**src/sv/vas_pkg.sv**
```systemverilog
// Package with the transaction types, register indexes and timing constants of the alarm sequencer.
package vas_pkg;

    // Input transaction: one 1 ms tick.
    typedef struct packed {
        logic sensor_one_hit;
        logic sensor_two_hit;
        logic sensor_three_hit;
        logic lamp_requested;
    } t_in;

    // Output transaction: relay drives and the level report of one tick.
    typedef struct packed {
        logic       alarm_relay;
        logic       lamp_relay;
        logic       report_valid;
        logic [1:0] report_level;
    } t_out;

    // Configuration port geometry.
    localparam int CFG_INDEX_W = 3;
    localparam int CFG_DATA_W  = 24;

    // Configuration register indexes.
    localparam logic [CFG_INDEX_W-1:0] CFG_SAMPLE_PERIOD     = 3'd0;
    localparam logic [CFG_INDEX_W-1:0] CFG_REPEAT_WINDOW     = 3'd1;
    localparam logic [CFG_INDEX_W-1:0] CFG_ALARM_TIME_FIRST  = 3'd2;
    localparam logic [CFG_INDEX_W-1:0] CFG_ALARM_TIME_REPEAT = 3'd3;
    localparam logic [CFG_INDEX_W-1:0] CFG_FLASH_OFF_TIME    = 3'd4;
    localparam logic [CFG_INDEX_W-1:0] CFG_BURST_COUNT       = 3'd5;

    // Register reset values.
    localparam logic [15:0] RST_SAMPLE_PERIOD     = 16'd3000;
    localparam logic [23:0] RST_REPEAT_WINDOW     = 24'd60000;
    localparam logic [23:0] RST_ALARM_TIME_FIRST  = 24'd10000;
    localparam logic [23:0] RST_ALARM_TIME_REPEAT = 24'd30000;
    localparam logic [15:0] RST_FLASH_OFF_TIME    = 16'd200;
    localparam logic [7:0]  RST_BURST_COUNT       = 8'd3;

    // SOS timing in ticks.
    localparam logic [15:0] SHORT_ON_TICKS    = 16'd40;
    localparam logic [15:0] LONG_ON_TICKS     = 16'd250;
    localparam logic [15:0] BURST_GAP_TICKS   = 16'd1000;
    localparam logic [3:0]  FLASHES_PER_BURST = 4'd9;
    localparam logic [23:0] AGE_MAX           = 24'hFFFFFF;

    // Sequence phase codes.
    localparam logic [1:0] PH_OFF = 2'd0;
    localparam logic [1:0] PH_ON  = 2'd1;
    localparam logic [1:0] PH_GAP = 2'd2;

    // Lamp on time of a flash: flashes four to six are long.
    function automatic logic [15:0] f_on_time(input logic [3:0] idx);
        logic [15:0] t;
        t = ((idx >= 4'd3) && (idx <= 4'd5)) ? LONG_ON_TICKS : SHORT_ON_TICKS;
        return t;
    endfunction

endpackage

```
**src/sv/vibration_alarm_sequencer_core.sv**
```systemverilog
// Vibration alarm sequencer: sensor sampling, lamp SOS sequence and alarm relay timing.
//
// Usage: each input transaction on i_in_* stands for one 1 ms tick and carries
// three sensor hit flags and the lamp state that software wants. Every
// accepted tick yields exactly one output transaction on o_out_* with the
// alarm relay and lamp relay drives and an optional sensor level report.
// The result of a tick is in the output register on the cycle after it is
// accepted. Throughput is one tick per cycle while o_in_stall is low; the whole tick
// update is one pass of counter logic into the state and output registers.
// The output register parts the two channels, so a new tick is taken while a
// result waits, as long as the receiver can take that result at the same edge.
// When the receiver stalls with a result pending, o_in_stall rises and the
// held result stays unchanged. Reset loads the register defaults, clears all
// sequencer state and empties the output register; the first tick samples.
// Configuration is written through i_cfg_we, i_cfg_index and i_cfg_data while
// no tick is in flight.
module vibration_alarm_sequencer_core (
    input  logic                              i_clk,
    input  logic                              i_rst_n,
    input  logic                              i_in_valid,
    output logic                              o_in_stall,
    input  vas_pkg::t_in                      i_in_data,
    output logic                              o_out_valid,
    input  logic                              i_out_stall,
    output vas_pkg::t_out                     o_out_data,
    input  logic                              i_cfg_we,
    input  logic [vas_pkg::CFG_INDEX_W-1:0]   i_cfg_index,
    input  logic [vas_pkg::CFG_DATA_W-1:0]    i_cfg_data
);
    import vas_pkg::*;

    // Configuration registers.
    logic [15:0] r_sample_period;
    logic [23:0] r_repeat_window;
    logic [23:0] r_alarm_time_first;
    logic [23:0] r_alarm_time_repeat;
    logic [15:0] r_flash_off_time;
    logic [7:0]  r_burst_count;

    // Sequencer state.
    logic [2:0]  r_sensor_latch, n_sensor_latch;
    logic [15:0] r_sample_timer, n_sample_timer;
    logic [23:0] r_alarm_age,    n_alarm_age;
    logic        r_alarm_seen,   n_alarm_seen;
    logic [23:0] r_alarm_timer,  n_alarm_timer;
    logic        r_alarm_on,     n_alarm_on;
    logic        r_seq_active,   n_seq_active;
    logic [1:0]  r_seq_phase,    n_seq_phase;
    logic [3:0]  r_flash_index,  n_flash_index;
    logic [7:0]  r_burst_index,  n_burst_index;
    logic [15:0] r_seq_timer,    n_seq_timer;

    // Output register.
    logic        r_out_valid;
    t_out        r_out, n_out;

    logic        in_accept;
    logic [15:0] flash_off_eff;
    logic [7:0]  burst_count_eff;
    logic [15:0] sample_period_eff;
    logic [23:0] time_first_eff;
    logic [23:0] time_repeat_eff;
    logic [1:0]  count;
    logic        repeat_alarm;
    logic [3:0]  flash_next;
    logic [7:0]  burst_next;

    // Handshake: take a tick unless a result is held back by the receiver.
    assign o_in_stall  = r_out_valid && i_out_stall;
    assign in_accept   = i_in_valid && !o_in_stall;
    assign o_out_valid = r_out_valid;
    assign o_out_data  = r_out;

    // Registers of zero act as one.
    assign flash_off_eff     = (r_flash_off_time == 16'd0) ? 16'd1 : r_flash_off_time;
    assign burst_count_eff   = (r_burst_count == 8'd0) ? 8'd1 : r_burst_count;
    assign sample_period_eff = (r_sample_period == 16'd0) ? 16'd1 : r_sample_period;
    assign time_first_eff    = (r_alarm_time_first == 24'd0) ? 24'd1 : r_alarm_time_first;
    assign time_repeat_eff   = (r_alarm_time_repeat == 24'd0) ? 24'd1 : r_alarm_time_repeat;

    // One tick of the sequencer, in the order latch, relay, age, sequence, sample.
    always_comb begin
        n_sensor_latch = r_sensor_latch | {i_in_data.sensor_three_hit,
                                           i_in_data.sensor_two_hit,
                                           i_in_data.sensor_one_hit};
        n_sample_timer = r_sample_timer;
        n_alarm_age    = r_alarm_age;
        n_alarm_seen   = r_alarm_seen;
        n_alarm_timer  = r_alarm_timer;
        n_alarm_on     = r_alarm_on;
        n_seq_active   = r_seq_active;
        n_seq_phase    = r_seq_phase;
        n_flash_index  = r_flash_index;
        n_burst_index  = r_burst_index;
        n_seq_timer    = r_seq_timer;
        count          = 2'd0;
        repeat_alarm   = 1'b0;
        flash_next     = r_flash_index + 4'd1;
        burst_next     = r_burst_index + 8'd1;
        n_out          = '0;

        // Relay on time counts down and ends the alarm at its last tick.
        if (r_alarm_on) begin
            if (r_alarm_timer <= 24'd1) begin
                n_alarm_on    = 1'b0;
                n_alarm_timer = 24'd0;
            end else begin
                n_alarm_timer = r_alarm_timer - 24'd1;
            end
        end

        // Age of the last alarm saturates.
        if (r_alarm_age != AGE_MAX) begin
            n_alarm_age = r_alarm_age + 24'd1;
        end

        // SOS sequence advance.
        if (r_seq_active) begin
            if (r_seq_timer > 16'd1) begin
                n_seq_timer = r_seq_timer - 16'd1;
            end else begin
                unique case (r_seq_phase)
                    PH_OFF: begin
                        if (r_flash_index < FLASHES_PER_BURST) begin
                            n_seq_phase = PH_ON;
                            n_seq_timer = f_on_time(r_flash_index);
                        end else begin
                            n_seq_active  = 1'b0;
                            n_seq_phase   = PH_OFF;
                            n_flash_index = 4'd0;
                            n_burst_index = 8'd0;
                            n_seq_timer   = 16'd0;
                        end
                    end
                    PH_ON: begin
                        n_seq_phase   = PH_OFF;
                        n_seq_timer   = flash_off_eff;
                        n_flash_index = flash_next;
                        if (flash_next >= FLASHES_PER_BURST) begin
                            n_flash_index = FLASHES_PER_BURST;
                            n_burst_index = burst_next;
                            // A burst that is not the last is followed by the long gap.
                            if ((burst_next < burst_count_eff) && (burst_next != 8'd0)) begin
                                n_seq_phase = PH_GAP;
                                n_seq_timer = BURST_GAP_TICKS;
                            end
                        end
                    end
                    default: begin
                        n_flash_index = 4'd0;
                        n_seq_phase   = PH_OFF;
                        n_seq_timer   = flash_off_eff;
                    end
                endcase
            end
        end

        // Sampling of the latched sensors.
        if (r_sample_timer == 16'd0) begin
            count = {1'b0, n_sensor_latch[0]} + {1'b0, n_sensor_latch[1]}
                  + {1'b0, n_sensor_latch[2]};
            n_sensor_latch = 3'd0;
            n_sample_timer = sample_period_eff - 16'd1;
            if (count != 2'd0) begin
                n_out.report_valid = 1'b1;
                n_out.report_level = count;
                // A warning starts the SOS sequence unless one already runs.
                if ((count >= 2'd2) && !n_seq_active) begin
                    n_seq_active  = 1'b1;
                    n_seq_phase   = PH_OFF;
                    n_flash_index = 4'd0;
                    n_burst_index = 8'd0;
                    n_seq_timer   = flash_off_eff;
                end
                // All three sensors switch the alarm relay on.
                if (count == 2'd3) begin
                    repeat_alarm  = r_alarm_seen && (n_alarm_age < r_repeat_window);
                    n_alarm_timer = repeat_alarm ? time_repeat_eff : time_first_eff;
                    n_alarm_on    = 1'b1;
                    n_alarm_seen  = 1'b1;
                    n_alarm_age   = 24'd0;
                end
            end
        end else begin
            n_sample_timer = r_sample_timer - 16'd1;
        end

        // Relay drives of this tick.
        n_out.alarm_relay = n_alarm_on;
        n_out.lamp_relay  = n_seq_active ? (n_seq_phase == PH_ON) : i_in_data.lamp_requested;
    end

    // Configuration registers.
    always_ff @(posedge i_clk) begin
        if (!i_rst_n) begin
            r_sample_period     <= RST_SAMPLE_PERIOD;
            r_repeat_window     <= RST_REPEAT_WINDOW;
            r_alarm_time_first  <= RST_ALARM_TIME_FIRST;
            r_alarm_time_repeat <= RST_ALARM_TIME_REPEAT;
            r_flash_off_time    <= RST_FLASH_OFF_TIME;
            r_burst_count       <= RST_BURST_COUNT;
        end else if (i_cfg_we) begin
            unique case (i_cfg_index)
                CFG_SAMPLE_PERIOD:     r_sample_period     <= i_cfg_data[15:0];
                CFG_REPEAT_WINDOW:     r_repeat_window     <= i_cfg_data;
                CFG_ALARM_TIME_FIRST:  r_alarm_time_first  <= i_cfg_data;
                CFG_ALARM_TIME_REPEAT: r_alarm_time_repeat <= i_cfg_data;
                CFG_FLASH_OFF_TIME:    r_flash_off_time    <= i_cfg_data[15:0];
                CFG_BURST_COUNT:       r_burst_count       <= i_cfg_data[7:0];
                default: ;
            endcase
        end
    end

    // Sequencer state advances once per accepted tick.
    always_ff @(posedge i_clk) begin
        if (!i_rst_n) begin
            r_sensor_latch <= 3'd0;
            r_sample_timer <= 16'd0;
            r_alarm_age    <= 24'd0;
            r_alarm_seen   <= 1'b0;
            r_alarm_timer  <= 24'd0;
            r_alarm_on     <= 1'b0;
            r_seq_active   <= 1'b0;
            r_seq_phase    <= PH_OFF;
            r_flash_index  <= 4'd0;
            r_burst_index  <= 8'd0;
            r_seq_timer    <= 16'd0;
        end else if (in_accept) begin
            r_sensor_latch <= n_sensor_latch;
            r_sample_timer <= n_sample_timer;
            r_alarm_age    <= n_alarm_age;
            r_alarm_seen   <= n_alarm_seen;
            r_alarm_timer  <= n_alarm_timer;
            r_alarm_on     <= n_alarm_on;
            r_seq_active   <= n_seq_active;
            r_seq_phase    <= n_seq_phase;
            r_flash_index  <= n_flash_index;
            r_burst_index  <= n_burst_index;
            r_seq_timer    <= n_seq_timer;
        end
    end

    // Output register: loads on a new tick, empties when the receiver takes it.
    always_ff @(posedge i_clk) begin
        if (!i_rst_n) begin
            r_out_valid <= 1'b0;
        end else if (in_accept) begin
            r_out_valid <= 1'b1;
        end else if (!i_out_stall) begin
            r_out_valid <= 1'b0;
        end
    end

    always_ff @(posedge i_clk) begin
        if (in_accept) begin
            r_out <= n_out;
        end
    end

    // An idle relay never keeps a leftover on time.
    a_alarm_timer_idle: assert property (@(posedge i_clk) disable iff (!i_rst_n)
        !r_alarm_on |-> (r_alarm_timer == 24'd0))
        else $error("alarm timer nonzero while relay is off");

    // An idle sequence holds its cleared position.
    a_seq_idle_clear: assert property (@(posedge i_clk) disable iff (!i_rst_n)
        !r_seq_active |-> (r_seq_phase == PH_OFF) && (r_flash_index == 4'd0)
                          && (r_burst_index == 8'd0) && (r_seq_timer == 16'd0))
        else $error("sequence state not cleared while idle");

    // The burst gap only follows a complete burst.
    a_gap_after_burst: assert property (@(posedge i_clk) disable iff (!i_rst_n)
        (r_seq_active && (r_seq_phase == PH_GAP)) |-> (r_flash_index == FLASHES_PER_BURST))
        else $error("burst gap entered before the burst was complete");

    // A result without a report carries a zero level.
    a_level_without_report: assert property (@(posedge i_clk) disable iff (!i_rst_n)
        (o_out_valid && !o_out_data.report_valid) |-> (o_out_data.report_level == 2'd0))
        else $error("report level set without a report");

    // A tick that leaves the alarm on shows the relay on in its result.
    a_relay_follows_alarm: assert property (@(posedge i_clk) disable iff (!i_rst_n)
        (in_accept && n_alarm_on) |=> (o_out_valid && o_out_data.alarm_relay))
        else $error("alarm relay output does not follow the alarm state");

endmodule

```
**config.mk**
```make
export PLATFORM = sky130hd
export DESIGN_NAME = vibration_alarm_sequencer_core
export DESIGN_NICKNAME = d
export VERILOG_FILES = /design/src/sv/vas_pkg.sv /design/src/sv/vibration_alarm_sequencer_core.sv
export SDC_FILE = /design/constraint.sdc
export NUM_CORES = 1
export LEC_CHECK = 0
export ABC_AREA = 1
export BUFFER_PORTS_ARGS = -buffer_cell sky130_fd_sc_hd__buf_2
export CORE_MARGIN = 5
export CORE_UTILIZATION = 30
export DETAILED_ROUTE_END_ITERATION = 10
export SLEW_MARGIN = 20
export SYNTH_ARGS = -nofsm -noshare
export SYNTH_HDL_FRONTEND = slang
export SYNTH_SLANG_ARGS = --single-unit
```
**constraint.sdc**
```tcl
create_clock -name i_clk -period 4.1 [get_ports i_clk]
set_input_delay 0.205 -clock i_clk [delete_from_list [all_inputs] [get_ports i_clk]]
set_output_delay 0.205 -clock i_clk [all_outputs]
set_load 0.03 [all_outputs]
```
# Yosys cells after proc, flatten, opt, wreduce, memory -nomap -nowiden
# Cells that the tools add are included.
[classes]
div = 0
bitwise_logic = 1
muxes = 68
n_reduce_logical = 26
mul = 0
shift = 0
eq_ne = 10
n_lt_le_gt_ge = 9
addsub = 9
[ops]
columns = ["cell", "count"]
rows = [
  ["24-bit two-way mux", 12],
  ["16-bit two-way mux", 10],
  ["8-bit two-way mux", 10],
  ["16-bit logical NOT", 3],
  ["24-bit logical NOT", 2],
  ["16-bit by 1-bit subtractor with 16-bit output, second input constant", 3],
  ["16-bit case mux with 2 select lines", 1],
  ["4-bit two-way mux", 7],
  ["24-bit by 1-bit adder with 24-bit output, second input constant", 1],
  ["24-bit by 1-bit <= comparator with 1-bit output, second input constant", 1],
  ["24-bit < comparator", 1],
  ["24-bit != test, second input constant", 1],
  ["24-bit by 1-bit subtractor with 24-bit output, second input constant", 1],
  ["16-bit by 1-bit > comparator with 1-bit output, second input constant", 1],
  ["1-bit two-way mux", 16],
  ["8-bit case mux with 2 select lines", 1],
  ["2-bit two-way mux", 7],
  ["2-bit AND reduction", 7],
  ["8-bit by 1-bit adder with 8-bit output, second input constant", 1],
  ["8-bit logical NOT", 1],
  ["8-bit < comparator", 1],
  ["4-bit case mux with 2 select lines", 1],
  ["8-bit nonzero test", 1],
  ["3-bit by 2-bit equality test with 1-bit output, second input constant", 2],
  ["other kinds (22)", 31],
]
[totals]
ram_bits = 0
mem_count = 0
inputBits = 36
mem_bits_ro = 0
reg_bits = 218
latch_bits = 0

# Longest topological paths before layout
# Gate-level depths: netlist (run 1).
[logic_depth]
word_depth = 14
mapped_depth = 24
mapped_depth_nobuf = 23

# Least setup slack after synthesis (run 1)
# Ideal clock, no wire load.
[synth_timing]
kind = "register to register"
start = "reg r_alarm_age[0]"
end = "reg r_alarm_timer[21]"
stages_incl_launch_ff = 19
t_arrival_ps = 3230
slack_ps = 802
setup_time_ps = 69
period_less_slack_ps = 3298
path_cell_list = "dfxtp_1 ha_1 nand2_1 nor2_2 nand4_1 nor2_2 inv_2 nand3_1 nor2_1 nand4_1 xnor2_1 ha_1 a211o_1 nor4_4 clkbuf_1 nand3_1 nand3_1 nand2_1 a21oi_2"
[synth_between]
elab_chain_len = 8
[synth_rtl]
columns = ["element", "line", "source"]
rows = [
  ["start: declaration", "vibration_alarm_sequencer_core.sv:43", "logic [23:0] r_alarm_age, n_alarm_age;"],
  ["start signal: assignment", "vibration_alarm_sequencer_core.sv:232", "r_alarm_age <= n_alarm_age;"],
  ["24-bit by 1-bit adder with 24-bit output or 24-bit != test (tied branches)", "vibration_alarm_sequencer_core.sv:114, vibration_alarm_sequencer_core.sv:113", ""],
  ["24-bit two-way mux *", "vibration_alarm_sequencer_core.sv:113", "if (r_alarm_age != AGE_MAX) begin"],
  ["24-bit < comparator *", "vibration_alarm_sequencer_core.sv:177", "repeat_alarm = r_alarm_seen && (n_alarm_age < r_repeat_window);"],
  ["1-bit logical AND *", "vibration_alarm_sequencer_core.sv:177", ""],
  ["24-bit two-way mux *", "vibration_alarm_sequencer_core.sv:178", "n_alarm_timer = repeat_alarm ? time_repeat_eff : time_first_eff;"],
  ["24-bit two-way mux *", "vibration_alarm_sequencer_core.sv:176", "if (count == 2'd3) begin"],
  ["24-bit two-way mux *", "vibration_alarm_sequencer_core.sv:164", "if (count != 2'd0) begin"],
  ["24-bit two-way mux *", "vibration_alarm_sequencer_core.sv:159", "if (r_sample_timer == 16'd0) begin"],
  ["end signal: assignment", "vibration_alarm_sequencer_core.sv:234", "r_alarm_timer <= n_alarm_timer;"],
  ["end: declaration", "vibration_alarm_sequencer_core.sv:45", "logic [23:0] r_alarm_timer, n_alarm_timer;"],
]
# Mark *: on every way between the ends. The rest lies on a longest branch, timed or not.
# A chain may end at the register's enable or synchronous reset.

# Worst setup path in the final report (run 1)
[layout_timing]
start = "reg r_alarm_age[0]"
end = "reg r_alarm_timer[14]"
# Same word-level chain as after synthesis.

==> impl_metrics.toml, run 1 <==
[synthesis]
postSynthRegisterBits = 218
yosys.cell_types.count = 51
yosysWarnings = 0
synth.yosys.seq_area_share_pct = 35.6
syn-mean-instance-area_sq_um = 6.69
syn_nets = 1931
synth_cells = 1853
synthesis.area_sq_um = 12400

[worst_setup_path]
critPathTopFamily = "simple AND/OR/NAND/NOR gates"
critPathLaunchType = "register"
nature_of_the_critical_path_endpoint = "register"
worst-path-max-fanout = 15
timing.critical_path.depth = 23
critical_path.cell_chain = "ha_1 -> nand2_1 -> nor2_2 -> nand4_1 -> nor2_2 -> inv_2 -> nand3_1 -> nor2_1 -> nand3_2 -> inv_2 -> nand4_1 -> xor2_1 -> ha_1 -> nand2_1 -> inv_1 -> nand3_1 -> a31oi_1 -> nor4_4 -> buf_4 -> nand3_1 -> nand3_1 -> nand2_1 -> a21oi_1"
critPathArrivalTime_ns = 4.16
worst_case_reg_to_reg_path_depth = 23
cp_slowest_stage_delay_ns = 0.42
timing.setup.critical_path_class = "reg2reg"
path_buf_inv = 4
worst_path_max_delay_cell = "sky130_fd_sc_hd__nor4_4"
cp_data_required_time_ns = 4.57
critical_path.most_common_cell = "sky130_fd_sc_hd__nand3_1"

[clocking]
tritoncts = "built"
numCtsBuffers = 24
clk_latency_ns = 0.53
clk_pin_slew_ns = 0.06
cts.root.buffer_cell = "sky130_fd_sc_hd__clkbuf_16"
post-cts-setup-buffers = 0
cts_max_level = 1
tritoncts_num_sinks = 218
max_clock_buf_depth = 3

[pwr]
finalPower_mw = 5.64
p_comb_share_pct = 20.0
p_leak_nw = 5.88
netSwitchingFraction_pct = 31.0
internal_power_mw = 3.89
max-vdd-ir-drop_uv = 294
power.net_switching_mw = 1.75
pwr-share-seq_pct = 40.6
share_clk_of_total_power_pct = 39.4
pwr_density_cell_nw_per_um2 = 403

[sta]
post_route_setup_tns_ns = 0
finalSetupViolations = 0
rsz0062_at_grt = "no"
final_hold_viol_count = 0
finalHoldWorstSlack_ns = 0.0327
min_period_over_period_pct = 90.1
final.min_clock_period_ns = 3.69
max_clock_freq_mhz = 271
worst-slew-pin-transition_ns = 0.927
worst_clock_skew_ns = 0.0109
report.final.slew_viol_count = 0
slew_headroom_pct = 37.8

[global_route]
grt_start_max_net_pins = 75
antenna_found_initial = 4
grt.total_usage_pct = 15.8
grt_pass1_wl_um = 59300
first_global_vias = 11500
gr-total-overflow = 0

[route]
detailedRoute.firstPassIterationCount = 5
route.antenna.remaining_nets = 0
initial_drt_markers = 749
wl_per_cell_um = 15.0
detail_route.vias_per_cell = 4.95
detail_route.wirelength_um = 36400
remaining_drc_errors = 0
num_vias = 12000

[place]
detailed_place_hpwl_um = 25800
post-place-cells = 2365
place.port_buffers = 42
place.gp.congestion = 0.925

[floorplanning]
die_y_um = 213
std_cell_rows = 74
top_level_ports = 43
start_util_pct = 30.4
die_footprint_sq_um = 45500
chipWidth_um = 213
placeableCoreArea_sq_um = 40800

[finish]
finish.cell_count_without_fillers = 2420
num_antenna_cells = 0
area_growth_syn_to_layout_pct = 12.9
final_net_count = 1949
layout_commonest_cell = "sky130_fd_sc_hd__nand2_1"
layout.cells.most_common_list = "406 x sky130_fd_sc_hd__nand2_1, 215 x sky130_fd_sc_hd__inv_1, 213 x sky130_fd_sc_hd__dfxtp_1"
layout-drive-gt1-share_pct = 8.00

[status]
run_status = "complete, no violations"

[hold_path]
hold_class = "in2reg"
worst_hold_path.num_cells = 3

[run]
drv.max_cap_violation_count = 0
==> logic make-up after synthesis <==
family	synth area share (%)
compound gates	19.0
xor+xnor	3.04
fa+ha+maj	4.30
buf+inv	9.76
flops	35.6
simple gates	28.3
==> sequential cells by signal, summed over array words and instances, names as in the netlist <==
name                 flops
o_out_data               5
o_out_valid              1
r_alarm_age             24
r_alarm_on               1
r_alarm_seen             1
r_alarm_time_first      24
r_alarm_time_repeat     24
r_alarm_timer           24
r_burst_count            8
r_burst_index            8
r_flash_index            4
r_flash_off_time        16
r_repeat_window         24
r_sample_period         16
r_sample_timer          16
r_sensor_latch           3
r_seq_active             1
r_seq_phase              2
r_seq_timer             16
==> metal layers <==
metal | part of all wire, % | routed length, um | GRT usage (%) | up-vias
met5 | 0 | 0 | 0 | -
met4 | 2.7 | 975 | 4.25 | 0
met3 | 5.9 | 2140 | 2.72 | 61
met2 | 45 | 16300 | 26.2 | 302
met1 | 47 | 17000 | 21.5 | 5465
li1 | - | - | - | 6145
==> worst register-to-register path, cell delays in order, from the launching register on <==
cell and delay [ns]:
sky130_fd_sc_hd__dfxtp_1 0.40, sky130_fd_sc_hd__ha_1 0.19, sky130_fd_sc_hd__nand2_1 0.08, sky130_fd_sc_hd__nor2_2 0.16, sky130_fd_sc_hd__nand4_1 0.19, sky130_fd_sc_hd__nor2_2 0.18, sky130_fd_sc_hd__inv_2 0.08, sky130_fd_sc_hd__nand3_1 0.13
sky130_fd_sc_hd__nor2_1 0.09, sky130_fd_sc_hd__nand3_2 0.09, sky130_fd_sc_hd__inv_2 0.04, sky130_fd_sc_hd__nand4_1 0.07, sky130_fd_sc_hd__xor2_1 0.21, sky130_fd_sc_hd__ha_1 0.26, sky130_fd_sc_hd__nand2_1 0.06, sky130_fd_sc_hd__inv_1 0.05
sky130_fd_sc_hd__nand3_1 0.06, sky130_fd_sc_hd__a31oi_1 0.12, sky130_fd_sc_hd__nor4_4 0.42, sky130_fd_sc_hd__buf_4 0.29, sky130_fd_sc_hd__nand3_1 0.16, sky130_fd_sc_hd__nand3_1 0.13, sky130_fd_sc_hd__nand2_1 0.05, sky130_fd_sc_hd__a21oi_1 0.10
==> stage by stage <==
stage / worst slack (ns) / area (sq um) / utilization, %
final: 0.407 / 14000 / 34.3
after global routing: 0.0155 / 14000 / 34.3
after CTS: 0.326 / 14000 / 34.3
after detailed placement: 0.345 / 13100 / 32.0
after global placement: 0.454 / 13100 / 32.0
after floorplan: 0.802 / 12400 / -
==> cell usage after synthesis, drive strengths merged <==
cell      n  share of area, %
or3       2              0.10
xor2     30               2.1
o31ai    10              0.61
xnor2    13              0.92
a22oi     5              0.30
or2      11              0.55
clkinv    5              0.15
o22ai     7              0.35
nand3   125               5.1
a31oi     6              0.30
o21bai    1             0.061
a21o      1             0.061
o211ai   19               1.2
nand2   411                13
nor3     22               1.1
nand3b    1             0.061
inv     223               6.7
o21a      1             0.061
a211o     1             0.071
dfxtp   213                34
a21oi   214               9.0
a211oi    2              0.12
clkbuf   63               1.9
fa        1              0.16
nor3b     1             0.061
ha       41               4.1
nor4     25               1.4
nand4    30               1.5
o41ai     1             0.071
o21ai   163               6.7
nor2    182               5.9
o221ai    2              0.14
buf      16              0.95
edfxtp    5               1.2
==> worst paths after layout <==
| path | startpoint | endpoint | slack, ns |
|---|---|---|---|
| min | i_cfg_data[4] | r_sample_period[4] | 0.03 |
| min reg2reg | r_burst_count[0] | r_burst_count[0] | 0.46 |
| max reg2reg | r_alarm_age[0] | r_alarm_timer[14] | 0.41 |
| max | r_alarm_age[0] | r_alarm_timer[14] | 0.41 |
==> power groups by stage <==
stage | clock network (mW) | registers (mW) | logic (mW)
2_1_floorplan | 0 | 2.32 | 0.825
3_3_place_gp | 0 | 2.34 | 1.10
5_1_grt | 2.35 | 2.30 | 1.29
6_report | 2.22 | 2.29 | 1.13
3_5_place_dp | 0 | 2.34 | 1.11
4_1_cts | 2.28 | 2.29 | 1.12
==> final cells by class <==
class / instances / area (sq um)
Fill cell: 4390 / 26800
Inverter: 228 / 856
Timing Repair Buffer: 71 / 460
Clock inverter: 9 / 119
Sequential cell: 218 / 4410
Multi-Input combinational cell: 1328 / 6800
Clock buffer: 34 / 689
Tap cell: 532 / 666
==> what timing repair did <==
| item | CTS | global route |
|---|---|---|
| resized for setup | 0 | 2 |
| setup endpoints to repair | 0 | 24 |
| hold endpoints to repair | 25 | 0 |
| hold buffers | 12 | 0 |
(Power assumes the default switching activity.)
==> run 2, diff against run 1 <==
--- a/config.mk
+++ b/config.mk
@@ -10,6 +10,7 @@
 export CORE_MARGIN = 5
 export CORE_UTILIZATION = 30
 export DETAILED_ROUTE_END_ITERATION = 10
+export PLACE_DENSITY = 0.49
 export SLEW_MARGIN = 20
 export SYNTH_ARGS = -nofsm -noshare
 export SYNTH_HDL_FRONTEND = slang
==> run 2 against run 1 <==
  * Die area stayed put
  * Clock power is 5% higher
  * Register-to-register slack better by 0.10 ns
  * Combinational power hardly changed
  * Clock-buffer cell count is 5 higher
  * Hold slack worse by 0.010 ns
  * Critical path type unchanged
  * Critical endpoint is now r_alarm_timer[7]
  * Highest routed layer unchanged
==> impl_metrics.toml, run 2 (same netlist as run 1, synthesis figures left out) <==
[clocking]
clk_latency_ns = 0.55
tritoncts = "built"
max_clock_buf_depth = 3
tritoncts_num_sinks = 218
clk_pin_slew_ns = 0.06
cts.root.buffer_cell = "sky130_fd_sc_hd__clkbuf_16"
numCtsBuffers = 27
cts_max_level = 1

[finish]
layout_commonest_cell = "sky130_fd_sc_hd__nand2_1"
layout-drive-gt1-share_pct = 8.18
finish.cell_count_without_fillers = 2428
area_growth_syn_to_layout_pct = 13.5
fill_cells = 4437
postLayoutCellArea_sq_um = 14100
fin_util_pct = 34.5
multi_input_area_sq_um = 6790
layout.cells.most_common_list = "406 x sky130_fd_sc_hd__nand2_1, 215 x sky130_fd_sc_hd__inv_1, 213 x sky130_fd_sc_hd__dfxtp_1"
final_net_count = 1955
num_antenna_cells = 0
ff_latch_area_sq_um = 4410

[worst_setup_path]
rr_startpoint = "r_alarm_age[0]"
critPathLaunchType = "register"
worst-path-max-fanout = 24
worst_case_reg_to_reg_path_depth = 23
nature_of_the_critical_path_endpoint = "register"
regToRegSetupSlack_ns = 0.51
r2r_end = "r_alarm_timer[7]"
timing.setup.critical_path_class = "reg2reg"
critPathArrivalTime_ns = 4.06
cp_data_required_time_ns = 4.57

[sta]
slew_headroom_pct = 32.7
rsz0062_at_grt = "no"
report.final.slew_viol_count = 0
finalSetupViolations = 0
post_route_setup_tns_ns = 0
worst-slew-pin-transition_ns = 1.01
final_hold_viol_count = 0
finalHoldWorstSlack_ns = 0.0223
worst_clock_skew_ns = 0.0182
timing.final.ws_setup_ns = 0.508
min_period_over_period_pct = 87.6
max_clock_freq_mhz = 278
final.min_clock_period_ns = 3.59

[global_route]
grt_use_met2_pct = 27.6
grt.total_usage_pct = 16.9
grt.busiest_layer = "met2"
gr-total-overflow = 0
met1_usage_pct = 22.9
grt_start_max_net_pins = 110
globalRouteMet3Util_pct = 2.79
antenna_found_initial = 2
first_global_vias = 11800
grt_pass1_wl_um = 62600

[pwr]
max-vdd-ir-drop_uv = 246
finalPower_mw = 5.76
netSwitchingFraction_pct = 31.1
share_clk_of_total_power_pct = 40.7
power.net_switching_mw = 1.79
internal_power_mw = 3.97
p_comb_share_pct = 19.6
pwr-share-seq_pct = 39.8
p_leak_nw = 5.93
pwr_density_cell_nw_per_um2 = 409

[floorplanning]
die_footprint_sq_um = 45500
chipWidth_um = 213
top_level_ports = 43
placeableCoreArea_sq_um = 40800
die_y_um = 213
std_cell_rows = 74
start_util_pct = 30.4

[hold_path]
worst_hold_path.num_cells = 4
min-delay-start = "i_in_data[3]"
hold_end = "r_sensor_latch[0]"
hold_class = "in2reg"

[route]
remaining_drc_errors = 0
detail_route.vias_per_cell = 4.90
route.antenna.remaining_nets = 0
wl_per_cell_um = 15.8
detail_route.wirelength_um = 38400
initial_drt_markers = 758
num_vias = 11900
detailedRoute.firstPassIterationCount = 5

[place]
post-place-cells = 2365
post_dp_cell_area_sq_um = 13100
detailed_place_hpwl_um = 27400
worst_setup_slack_before_clock_tree_synthesis_ns = 0.378
place.gp.congestion = 0.853
place.port_buffers = 42

[status]
run_status = "complete, no violations"

[run]
drv.max_cap_violation_count = 0
==> run 2: changes by cell type in the layout (fill, tap and decap cells not counted), moves of 2 or more <==
cell	delta
sky130_fd_sc_hd__clkinv_4	-2
sky130_fd_sc_hd__clkbuf_16	+3
sky130_fd_sc_hd__dlygate4sd3_1	+3
sky130_fd_sc_hd__clkinv_2	+5
==> run 2: worst max path at each step <==
stage,startpoint,endpoint,cells after the start
after global placement,r_alarm_age[0],r_alarm_timer[5],23
final,r_alarm_age[0],r_alarm_timer[7],23
after detailed placement,r_alarm_age[0],r_alarm_timer[7],23
after floorplan,r_alarm_age[0],r_alarm_timer[21],18
after CTS,r_alarm_age[0],r_alarm_timer[18],23
after global routing,r_alarm_age[0],r_alarm_timer[19],19
==> run 2: worst max-delay path, cell delays in order (launching register included) <==
cell and delay, ns:
sky130_fd_sc_hd__dfxtp_1 0.34, sky130_fd_sc_hd__ha_1 0.22, sky130_fd_sc_hd__nand2_1 0.10, sky130_fd_sc_hd__nor2_2 0.06
sky130_fd_sc_hd__nand4_1 0.15, sky130_fd_sc_hd__nor2_2 0.07, sky130_fd_sc_hd__inv_2 0.08, sky130_fd_sc_hd__nand3_1 0.13
sky130_fd_sc_hd__nor2_1 0.23, sky130_fd_sc_hd__nand3_2 0.13, sky130_fd_sc_hd__inv_2 0.08, sky130_fd_sc_hd__nand2_1 0.06
sky130_fd_sc_hd__xnor2_1 0.16, sky130_fd_sc_hd__ha_1 0.31, sky130_fd_sc_hd__nand4_1 0.11, sky130_fd_sc_hd__inv_1 0.07
sky130_fd_sc_hd__nand4_1 0.12, sky130_fd_sc_hd__nor4_2 0.26, sky130_fd_sc_hd__nand2_4 0.18, sky130_fd_sc_hd__nand2_4 0.27
sky130_fd_sc_hd__nand2_1 0.11, sky130_fd_sc_hd__nand3_1 0.08, sky130_fd_sc_hd__nand2_1 0.05, sky130_fd_sc_hd__a21oi_1 0.13
==> run 2: layout make-up <==
class	instances	share of cell area [%]
clock buffer	39	5.56
clock inverter	9	0.542
inverter	228	6.09
multi-input combinational	1328	48.2
sequential	218	31.4
tap	532	4.73
timing repair buffer	74	3.48
==> run 2: power groups by stage <==
stage                     sequential [mW]  combinational, mW  clock (mW)
after floorplan                      2.32              0.825           0
after global placement               2.34               1.12           0
after detailed placement             2.33               1.12           0
after CTS                            2.29               1.14        2.41
after global routing                 2.30               1.29        2.49
final                                2.29               1.13        2.34
==> run 2: routing by layer <==
metal / part of all wire, % / vias up
met1: 48 / 5425
met4: 3.1 / 0
met5: 0 / -
met2: 44 / 235
li1: - / 6164
met3: 4.5 / 82
==> run 2: repair_timing <==
item                                   in CTS  in global routing
endpoints found under the hold margin      34                  0
hold buffers                               15                  0
buffers inserted                            0                  0
resized for setup                           0                  1
setup endpoints to repair                   0                 24
